[config.mk]
export PLATFORM = sky130hd
export DESIGN_NAME = circular_deque
export DESIGN_NICKNAME = d
export VERILOG_FILES = /design/src/sv/cdq_pkg.sv /design/src/sv/circular_deque.sv /design/src/sv/cdq_ram.sv /design/src/sv/cdq_ctrl.sv
export SDC_FILE = /design/constraint.sdc
export NUM_CORES = 1
export LEC_CHECK = 0
export BUFFER_PORTS_ARGS = -buffer_cell sky130_fd_sc_hd__buf_2
export CORE_ASPECT_RATIO = 0.9
export CORE_MARGIN = 1
export CORE_UTILIZATION = 32
export CTS_BUF_LIST = sky130_fd_sc_hd__clkbuf_2
export DETAILED_ROUTE_END_ITERATION = 10
export PLACE_DENSITY = 0.44
export SETUP_SLACK_MARGIN = 0.3
export SLEW_MARGIN = 40
export SYNTH_ARGS = -nofsm -noshare
export SYNTH_HDL_FRONTEND = slang
export SYNTH_SLANG_ARGS = --single-unit
[constraint.sdc]
create_clock -name i_clk -period 7 [get_ports i_clk]
set_clock_uncertainty 0.1 [all_clocks]
set_input_delay 1.05 -clock i_clk [delete_from_list [all_inputs] [get_ports i_clk]]
set_output_delay 1.05 -clock i_clk [all_outputs]
set_load 0.02 [all_outputs]
[src/sv/cdq_pkg.sv]
// Shared types and constants for the circular deque.
package cdq_pkg;

    localparam int DEPTH_DEF = 8;
    localparam int DATA_W    = 32;
    localparam int MODE_W    = 3;
    localparam int STATUS_W  = 2;
    localparam int COUNT_W   = 4;

    typedef enum logic [MODE_W-1:0] {
        MODE_PUSH_FRONT = 3'd0,
        MODE_PUSH_REAR  = 3'd1,
        MODE_POP_FRONT  = 3'd2,
        MODE_POP_REAR   = 3'd3,
        MODE_PEEK_FRONT = 3'd4,
        MODE_PEEK_REAR  = 3'd5
    } t_mode;

    typedef enum logic [STATUS_W-1:0] {
        STATUS_DONE  = 2'd0,
        STATUS_FULL  = 2'd1,
        STATUS_EMPTY = 2'd2
    } t_status;

    typedef enum logic {
        ST_IDLE = 1'b0,
        ST_READ = 1'b1
    } t_state;

    typedef struct packed {
        logic [MODE_W-1:0]        mode;
        logic signed [DATA_W-1:0] value;
    } t_req;

    typedef struct packed {
        logic signed [DATA_W-1:0] data;
        logic [STATUS_W-1:0]      status;
        logic [COUNT_W-1:0]       count;
    } t_rsp;

endpackage

[src/sv/circular_deque.sv]
// Flow: a request accepted while the sequencer is idle moves it to ST_READ, where the
//   registered read of the slot memory lands; the result passes to the output register
//   once that is free, and no new request is taken until the result has moved on.
// A waiting result does not block the next request, which is worked and then held.
// Reset (synchronous, i_rst_n low) empties the deque and drops any pending result;
//   slot contents are left as they are and need no clearing pass.
module circular_deque
    import cdq_pkg::*;
#(
    parameter int DEPTH = DEPTH_DEF
) (
    input  logic i_clk,
    input  logic i_rst_n,
    input  logic i_in_valid,
    output logic o_in_ready,
    input  t_req i_in_req,
    output logic o_out_valid,
    input  logic i_out_ready,
    output t_rsp o_out_rsp
);

    localparam int IDX_W = $clog2(DEPTH);

    // Slot memory port
    logic              ram_we;
    logic [IDX_W-1:0]  ram_waddr;
    logic [DATA_W-1:0] ram_wdata;
    logic              ram_re;
    logic [IDX_W-1:0]  ram_raddr;
    logic [DATA_W-1:0] ram_rdata;

    // Result handoff from the sequencer into the output register
    logic rsp_valid;
    logic rsp_free;
    t_rsp rsp;

    // Output register
    logic r_out_valid, n_out_valid;
    t_rsp r_out_rsp, n_out_rsp;

    cdq_ram #(
        .WIDTH (DATA_W),
        .DEPTH (DEPTH)
    ) u_slots (
        .i_clk   (i_clk),
        .i_we    (ram_we),
        .i_waddr (ram_waddr),
        .i_wdata (ram_wdata),
        .i_re    (ram_re),
        .i_raddr (ram_raddr),
        .o_rdata (ram_rdata)
    );

    cdq_ctrl #(
        .DEPTH (DEPTH)
    ) u_ctrl (
        .i_clk       (i_clk),
        .i_rst_n     (i_rst_n),
        .i_req_valid (i_in_valid),
        .o_req_ready (o_in_ready),
        .i_req       (i_in_req),
        .o_rsp_valid (rsp_valid),
        .i_rsp_free  (rsp_free),
        .o_rsp       (rsp),
        .o_ram_we    (ram_we),
        .o_ram_waddr (ram_waddr),
        .o_ram_wdata (ram_wdata),
        .o_ram_re    (ram_re),
        .o_ram_raddr (ram_raddr),
        .i_ram_rdata (ram_rdata)
    );

    // The output register can take a new result when empty or being drained
    assign rsp_free = !r_out_valid || i_out_ready;

    always_comb begin
        n_out_valid = r_out_valid;
        n_out_rsp   = r_out_rsp;
        if (rsp_free) begin
            // Advance the finished result, or drop the valid once it is taken
            n_out_valid = rsp_valid;
            if (rsp_valid) begin
                n_out_rsp = rsp;
            end
        end
    end

    always_ff @(posedge i_clk) begin
        if (!i_rst_n) begin
            r_out_valid <= 1'b0;
        end else begin
            r_out_valid <= n_out_valid;
        end
    end

    // Payload holds without reset
    always_ff @(posedge i_clk) begin
        r_out_rsp <= n_out_rsp;
    end

    assign o_out_valid = r_out_valid;
    assign o_out_rsp   = r_out_rsp;

endmodule

[src/sv/cdq_ram.sv]
// Generic single-clock RAM with one write port and one registered read port.
module cdq_ram #(
    parameter int WIDTH = 32,
    parameter int DEPTH = 8
) (
    input  logic                     i_clk,
    input  logic                     i_we,
    input  logic [$clog2(DEPTH)-1:0] i_waddr,
    input  logic [WIDTH-1:0]         i_wdata,
    input  logic                     i_re,
    input  logic [$clog2(DEPTH)-1:0] i_raddr,
    output logic [WIDTH-1:0]         o_rdata
);

    logic [WIDTH-1:0] mem [DEPTH];
    logic [WIDTH-1:0] r_rdata;

    always_ff @(posedge i_clk) begin
        if (i_we) begin
            mem[i_waddr] <= i_wdata;
        end
        if (i_re) begin
            r_rdata <= mem[i_raddr];
        end
    end

    assign o_rdata = r_rdata;

endmodule

[src/sv/cdq_ctrl.sv]
// Deque sequencer: front index, fill count, slot addressing and result forming.
module cdq_ctrl
    import cdq_pkg::*;
#(
    parameter int DEPTH = DEPTH_DEF
) (
    input  logic                     i_clk,
    input  logic                     i_rst_n,
    input  logic                     i_req_valid,
    output logic                     o_req_ready,
    input  t_req                     i_req,
    output logic                     o_rsp_valid,
    input  logic                     i_rsp_free,
    output t_rsp                     o_rsp,
    output logic                     o_ram_we,
    output logic [$clog2(DEPTH)-1:0] o_ram_waddr,
    output logic [DATA_W-1:0]        o_ram_wdata,
    output logic                     o_ram_re,
    output logic [$clog2(DEPTH)-1:0] o_ram_raddr,
    input  logic [DATA_W-1:0]        i_ram_rdata
);

    localparam int IDX_W = $clog2(DEPTH);
    localparam int CNT_W = $clog2(DEPTH + 1);
    localparam int SUM_W = $clog2(2 * DEPTH);

    t_state             r_state, n_state;
    logic [IDX_W-1:0]   r_head, n_head;
    logic [CNT_W-1:0]   r_count, n_count;
    logic               r_use_rd, n_use_rd;
    t_status            r_status, n_status;

    logic               full, empty;
    logic [IDX_W-1:0]   head_dec, head_inc, rear_wr, rear_rd;
    logic [SUM_W-1:0]   sum_wr, sum_rd;
    logic [CNT_W+COUNT_W-1:0] cnt_ext;

    assign full  = (r_count == CNT_W'(DEPTH));
    assign empty = (r_count == '0);

    // Ring neighbors of the front slot
    assign head_dec = (r_head == '0) ? IDX_W'(DEPTH - 1) : r_head - 1'b1;
    assign head_inc = (r_head == IDX_W'(DEPTH - 1)) ? '0 : r_head + 1'b1;

    // Rear slots: sums stay below twice the depth, so one subtract wraps them
    assign sum_wr  = SUM_W'(r_head) + SUM_W'(r_count);
    assign sum_rd  = sum_wr - 1'b1;
    assign rear_wr = (sum_wr >= SUM_W'(DEPTH)) ? IDX_W'(sum_wr - SUM_W'(DEPTH))
                                               : IDX_W'(sum_wr);
    assign rear_rd = (sum_rd >= SUM_W'(DEPTH)) ? IDX_W'(sum_rd - SUM_W'(DEPTH))
                                               : IDX_W'(sum_rd);

    always_ff @(posedge i_clk) begin
        if (!i_rst_n) begin
            r_state  <= ST_IDLE;
            r_head   <= '0;
            r_count  <= '0;
            r_use_rd <= 1'b0;
            r_status <= STATUS_DONE;
        end else begin
            r_state  <= n_state;
            r_head   <= n_head;
            r_count  <= n_count;
            r_use_rd <= n_use_rd;
            r_status <= n_status;
        end
    end

    always_comb begin
        n_state     = r_state;
        n_head      = r_head;
        n_count     = r_count;
        n_use_rd    = r_use_rd;
        n_status    = r_status;
        o_ram_we    = 1'b0;
        o_ram_waddr = r_head;
        o_ram_wdata = i_req.value;
        o_ram_re    = 1'b0;
        o_ram_raddr = r_head;
        o_req_ready = 1'b0;
        o_rsp_valid = 1'b0;

        case (r_state)
            ST_IDLE: begin
                o_req_ready = 1'b1;
                if (i_req_valid) begin
                    n_state  = ST_READ;
                    n_use_rd = 1'b0;
                    n_status = STATUS_DONE;
                    case (t_mode'(i_req.mode))
                        MODE_PUSH_FRONT: begin
                            if (full) begin
                                n_status = STATUS_FULL;
                            end else begin
                                o_ram_we    = 1'b1;
                                o_ram_waddr = head_dec;
                                n_head      = head_dec;
                                n_count     = r_count + 1'b1;
                            end
                        end
                        MODE_PUSH_REAR: begin
                            if (full) begin
                                n_status = STATUS_FULL;
                            end else begin
                                o_ram_we    = 1'b1;
                                o_ram_waddr = rear_wr;
                                n_count     = r_count + 1'b1;
                            end
                        end
                        MODE_POP_FRONT, MODE_PEEK_FRONT: begin
                            if (empty) begin
                                n_status = STATUS_EMPTY;
                            end else begin
                                o_ram_re    = 1'b1;
                                o_ram_raddr = r_head;
                                n_use_rd    = 1'b1;
                                if (t_mode'(i_req.mode) == MODE_POP_FRONT) begin
                                    n_head  = head_inc;
                                    n_count = r_count - 1'b1;
                                end
                            end
                        end
                        MODE_POP_REAR, MODE_PEEK_REAR: begin
                            if (empty) begin
                                n_status = STATUS_EMPTY;
                            end else begin
                                o_ram_re    = 1'b1;
                                o_ram_raddr = rear_rd;
                                n_use_rd    = 1'b1;
                                if (t_mode'(i_req.mode) == MODE_POP_REAR) begin
                                    n_count = r_count - 1'b1;
                                end
                            end
                        end
                        default: begin
                        end
                    endcase
                end
            end
            ST_READ: begin
                // Read data is held by the RAM until the next read is issued
                o_rsp_valid = 1'b1;
                if (i_rsp_free) begin
                    n_state = ST_IDLE;
                end
            end
            default: begin
                n_state = ST_IDLE;
            end
        endcase
    end

    assign cnt_ext = {{COUNT_W{1'b0}}, r_count};

    assign o_rsp.data   = r_use_rd ? i_ram_rdata : '0;
    assign o_rsp.status = r_status;
    assign o_rsp.count  = cnt_ext[COUNT_W-1:0];

endmodule
== Word level (Yosys, flattened, before mapping) ==
Memories as Yosys holds them, arrays and structs flattened. A register that Yosys moved wholly into a read port is not among the register bits.
Index checks and enable logic that the tools add are counted.
Storage, ports and cells
  bits in registers: 50
  memory bits (writable): 256
  output and inout port bits: 40
  logic and storage cells: 88
  memories: 1
Cells by class
  $add $sub $neg: 8
  $lt $le $gt $ge: 2
  equal/unequal tests: 12
  mux-type cells: 40
  bitwise operators: 1
  reduce and logical (&&, ||, !) cells: 15
Memories
  u_slots.mem: words 8, bits a word 32, read ports 1, clocked after Yosys merged registers in 1, write ports 1, RTL line cdq_ram.sv:15  | logic [WIDTH-1:0] mem [DEPTH];
Operators by type and width (count)
  2-to-1 mux 3 bit: 14
  2-to-1 mux 4 bit: 5
  2-to-1 mux 1 bit: 15
  one-hot mux 3 bit (2 select lines): 2
  one-hot mux 4 bit (3 select lines): 1
  == test 3 bit (second input constant): 3
  subtractor 3 x 1 -> 3 bit (second input constant): 3
  greater-or-equal comparator 4 bit (second input constant): 2
  AND reduction 8 bit: 1
  subtractor 4 x 1 -> 4 bit (second input constant): 2
  == test 3 x 2 -> 1 bit (second input constant): 2
  logical NOT 3 bit: 2
  inequality test 2 bit (second input constant): 3
  OR reduction 2 bit: 3
  AND reduction 5 bit: 1
  adder 3 x 4 -> 4 bit: 1
  adder 4 x 1 -> 4 bit (second input constant): 1
  == test 4 bit (second input constant): 1
  logical NOT 4 bit: 1
  inequality test 2 x 1 -> 1 bit (second input constant): 2
  one-hot mux 2 bit (2 select lines): 1
  AND reduction 2 bit: 2
  OR reduction 4 bit: 1
  adder 3 x 1 -> 3 bit (second input constant): 1
  8 further kinds: 8

== Logic depth before layout (Yosys ltp) ==
  word-level depth: 8
  depth in mapped cells: 11
  depth with buffers taken out: 8

== By module ==
A second synthesis with hierarchy kept.
Second synthesis, totals
  cells, all modules: 644
  area, all modules: 13415.4 µm²
Modules (own cells, without submodules)
  cdq_ram: times used 1, cells an instance 415, area each 10786.6 µm²
  cdq_ctrl: times used 1, cells an instance 186, area each 1430.1 µm²
  circular_deque: times used 1, cells an instance 43, area each 1198.6 µm²

== Least setup slack after synthesis ==
Ideal clock, no wire load.
  path type: flip-flop to flip-flop
  from: reg u_ctrl.r_head[0]
  to: mem u_slots.mem[3][0] (enable)
  library setup time: 0.461 ns
  arrival: 4.427 ns
  required time: 6.439 ns
  setup slack: 2.012 ns
  cell stages (with the launch flop): 12
  period minus slack after synthesis: 4.988 ns
  cell sequence: dfxtp_1 buf_2 clkbuf_1 clkbuf_1 clkbuf_1 inv_1 ha_1 nor3_1 a21oi_1 a21oi_1 a31oi_1 nor3_1
Between the ends
  cells in the longest elaborated chain, start to end: 7
  elaborated cells on any way between the ends: 12
  classes of those cells: 3 x add/sub; 1 x order compare; 7 x mux; 1 x reduce/logical
RTL lines
  start, declared: RTL line cdq_ctrl.sv:28  | logic [IDX_W-1:0] r_head, n_head;
  start signal, assigned: RTL line cdq_ctrl.sv:62  | r_head <= n_head;
  adder 3 x 4 -> 4 bit: RTL line cdq_ctrl.sv:46  | assign sum_wr = SUM_W'(r_head) + SUM_W'(r_count);
  greater-or-equal comparator 4 bit or subtractor 3 x 1 -> 3 bit (tied branches): RTL line cdq_ctrl.sv:48  | assign rear_wr = (sum_wr >= SUM_W'(DEPTH)) ? IDX_W'(sum_wr - SUM_W'(DEPTH))
  2-to-1 mux 3 bit: RTL line cdq_ctrl.sv:48
  2-to-1 mux 3 bit: RTL line cdq_ctrl.sv:102  | if (full) begin
  one-hot mux 3 bit (2 select lines): RTL line cdq_ctrl.sv:90  | case (t_mode'(i_req.mode))
  2-to-1 mux 3 bit: RTL line cdq_ctrl.sv:86  | if (i_req_valid) begin
  2-to-1 mux 3 bit (*): RTL line cdq_ctrl.sv:83  | case (r_state)
  end, declared: RTL line cdq_ram.sv:15
Mark *: on every way between the ends. The rest lies on a longest branch, timed or not.

== Worst setup path in the final report ==
  from: reg u_ctrl.r_head[0]
  to: reg u_slots.r_rdata[11] (netlist: u_slots.o_rdata[11]) (read register of u_slots.mem), data pin
Between the ends
  cells in the longest elaborated chain, start to end: 8
  elaborated cells on any way between the ends: 9
  classes of those cells: 3 x add/sub; 1 x order compare; 5 x mux
RTL lines
  adder 3 x 4 -> 4 bit: RTL line cdq_ctrl.sv:46
  subtractor 4 x 1 -> 4 bit: RTL line cdq_ctrl.sv:47  | assign sum_rd = sum_wr - 1'b1;
  greater-or-equal comparator 4 bit or subtractor 3 x 1 -> 3 bit (tied branches): RTL line cdq_ctrl.sv:50  | assign rear_rd = (sum_rd >= SUM_W'(DEPTH)) ? IDX_W'(sum_rd - SUM_W'(DEPTH))
  2-to-1 mux 3 bit: RTL line cdq_ctrl.sv:50
  2-to-1 mux 3 bit: RTL line cdq_ctrl.sv:124  | if (empty) begin
  2-to-1 mux 3 bit
  2-to-1 mux 3 bit: RTL line cdq_ctrl.sv:86
  2-to-1 mux 3 bit (*): RTL line cdq_ctrl.sv:83
  end, declared: RTL line cdq_ram.sv:16  | logic [WIDTH-1:0] r_rdata;
Marks and branches as above.
A chain may end at the register's enable or synchronous reset.

==> results.toml <==
[synth]
synth.top_cell.area_share_pct = 53.9
netlist_instances = 1645
synth.area.top_cells = "edfxtp_1 (54%), a32oi_1 (6.2%), nand2_1 (5.5%)"
synth_seq_cells = 338
yosysSeqAreaShare_pct = 55.2
synth_area_sq_um = 18200
syn-num-nets = 1694
yosys.area.top_type = "edfxtp_1"
synth_warnings = 0
postSynthAreaPerCell_sq_um = 11.1
ys_types = 47

[power_and_ir_drop]
comb_power_share_pct = 15.8
leakagePower_nw = 6.86
switchingPower_mw = 1.44
power_mw = 4.63
pwr-share-clk_pct = 34.8
ir_drop_uv = 115
p_sw_share_pct = 31.1
seq_power_share_pct = 49.4
internal_power_mw = 3.19
powerDensity_nw_per_um2 = 229

[global_routing]
grt_pass1_wl_um = 85400
grt_max_degree = 111
grt_pass1_vias = 13756
grt_overflow_total = 0
grt_util_all_layers_pct = 19.5
antenna_found_initial = 9

[route]
post_drt_wl_per_cell_um = 22.2
viasPerCell = 5.41
first_pass_iters = 5
first_iter_violations = 924
route.detailed.drc = 0
dr_total_vias = 13622
wl_um = 55900
antenna_left = 0

[setup_path]
r2r_slack_ns = 3.08
crit_path_end_kind = "flop"
cp.arrival_ns = 4.63
critPathMaxFanout = 97
worstPathRequired_ns = 7.70
start_kind = "flop"
criticalPathCategory = "flop to flop"

[final_layout]
layout-drive-gt1-share_pct = 18.2
finalInstanceArea_sq_um = 20300
nets = 1734
syn_to_final_growth_pct = 11.5
instances_no_fill = 2520

[place]
globalplace.congestion = 0.731
post-place-cells = 2339
hpwl_um = 27100
place_area_sq_um = 19200
port_buffers = 78

[sta]
fmax_mhz = 255
worst_pin_slew_ns = 0.814
setup_viol_count_final = 0
period_share_pct = 56.1
hold_ws_ns = 0.148
final.setup.tns_ns = 0
rsz0062_at_grt = "false"
relSlewSlack_pct = 45.4
drv_slew = 0
hold_viol_final = 0
layout_min_cycle_time_ns = 3.92

[clock_tree]
cts_tree = "yes"
clock-sinks = 338
cts_buffers = 95
clk-insertion-delay-late_ns = 1.08
ctsResizeCount = 0
clk_path_buf_depth = 3
clkTransAtPathRegs_ns = 0.12
cts_root_buf = "clkbuf_2"
htreeDepth = 3

[status]
status = "finished clean"

[floorplanning]
die-area_sq_um = 57800
die_width_um = 253
die_height_um = 228
rows = 82
core_sq_um = 55900
io_pins = 79
start_util_pct = 32.5

[hold_path]
hold_class = "input port to flop"

[flow_run]
drv_cap = 0
-- cells in the final DEF (no fill, tap or decap), types with 2 or more instances in the layout --
master,instances
a211o_1,2
a211oi_1,130
a21oi_1,9
a22oi_1,2
a31oi_1,2
a32oi_1,128
and2_1,32
buf_12,4
buf_2,78
buf_4,21
buf_6,9
bufinv_16,5
clkbuf_2,143
clkinv_1,20
clkinv_2,5
dfxtp_1,10
dfxtp_4,2
diode_2,2
dlygate4sd3_1,4
edfxtp_1,326
fa_1,2
ha_1,7
inv_1,8
mux2_2,32
mux2i_1,68
nand2_1,266
nand2b_1,132
nor2_1,10
nor2b_1,129
nor3_1,5
nor3_2,8
nor3_4,2
nor4_1,129
o21ai_0,4
xnor2_1,2
xnor2_4,2
xor2_1,3
-- kinds of logic (layout without fill, tap and decap cells) --
group	count (synthesis)	in the layout	synth area share, %
buf+inv	182	299	4.27
flops	338	338	55.2
other cells	0	2	0
mux	101	101	5.79
simple gates	722	722	21.1
compound gates	285	285	12.5
fa+ha+maj	10	10	0.771
xor+xnor	7	7	0.379
-- sequential cells by signal, summed over array words and instances (netlist names) --
| signal | count |
|---|---|
| u_slots.mem | 256 |
| o_out_rsp | 38 |
| u_slots.o_rdata | 32 |
| u_ctrl.r_count | 4 |
| u_ctrl.r_head | 3 |
| u_ctrl.r_status | 2 |
| o_out_valid | 1 |
| u_ctrl.r_state | 1 |
| u_ctrl.r_use_rd | 1 |
-- layer usage --
layer	share of wire, %	GRT usage (%)	routed length [um]	vias to the layer above
met2	47	30.8	26100	379
li1	-	-	-	6392
met4	2.3	6.78	1260	2
met1	46	26.6	25900	6736
met5	0.016	0	9	-
met3	4.8	3.77	2670	113
-- worst max-delay path, cell delays in order (launching register included) --
cell and delay (ns):
dfxtp_4 0.70, ha_4 0.64, buf_6 0.62, buf_4 0.56
nor2b_1 0.10, a211oi_1 0.37, mux2i_1 0.11, mux2_2 0.28
-- worst paths after layout --
check / cells past startpoint / end / from
max: 7 / u_slots.o_rdata[11]$_DFFE_PP_ / u_ctrl.r_head[0]$_SDFFE_PN0P_
min: 1 / u_slots.mem[1][31]$_DFFE_PP_ / i_in_req[31]
max reg2reg: 7 / u_slots.o_rdata[11]$_DFFE_PP_ / u_ctrl.r_head[0]$_SDFFE_PN0P_
min reg2reg: 0 / o_out_rsp[5]$_DFFE_PP_ / u_ctrl.r_status[1]$_SDFFE_PN0P_
-- per-stage QoR --
stage,setup slack [ns],utilization [%]
floorplan,2.01,-
detailed placement,2.85,34.4
CTS,3.07,36.2
global placement,2.59,34.2
finish,3.08,36.2
global route,2.80,36.2
-- Yosys cell counts (all sizes together) --
| master | n |
|---|---|
| edfxtp | 326 |
| nand2 | 266 |
| clkbuf | 149 |
| nand2b | 132 |
| a211oi | 130 |
| nor4 | 130 |
| nor2b | 129 |
| a32oi | 128 |
| mux2i | 68 |
| and2 | 33 |
| mux2 | 33 |
| buf | 24 |
| nor3 | 15 |
| dfxtp | 12 |
| nor2 | 10 |
| a21oi | 9 |
| inv | 9 |
| ha | 8 |
| o21ai | 5 |
| xnor2 | 4 |
| xor2 | 3 |
| a211o | 2 |
| a22oi | 2 |
| a31oi | 2 |
| fa | 2 |
| a21boi | 1 |
| a21o | 1 |
| a31o | 1 |
| and3b | 1 |
| nand3 | 1 |
| nand3b | 1 |
| nor4b | 1 |
| o2111ai | 1 |
| o211ai | 1 |
| o21a | 1 |
| o311ai | 1 |
| or3 | 1 |
| or4 | 1 |
| or4b | 1 |
-- area by class of cell --
class | count | area (sq um)
Tap cell | 756 | 946
Sequential cell | 338 | 10000
Multi-Input combinational cell | 1125 | 7500
Antenna cell | 2 | 5.00
Fill cell | 5501 | 35700
Inverter | 9 | 36.3
Timing Repair Buffer | 116 | 769
Clock inverter | 31 | 258
Clock buffer | 143 | 716
-- power by group through the flow --
stage	Combinational (mW)	Sequential [mW]	Clock (mW)
final	0.734	2.29	1.61
after CTS	0.734	2.29	1.69
after floorplan	0.471	2.34	0
after global routing	0.794	2.29	1.78
after detailed placement	0.729	2.33	0
after global placement	0.715	2.33	0
-- what timing repair did --
item / in CTS / in global routing
buffers inserted: 0 / 0
hold endpoints to repair: 14 / 0
hold buffers: 4 / 0
Note: power is estimated with default switching activity, not from simulation.
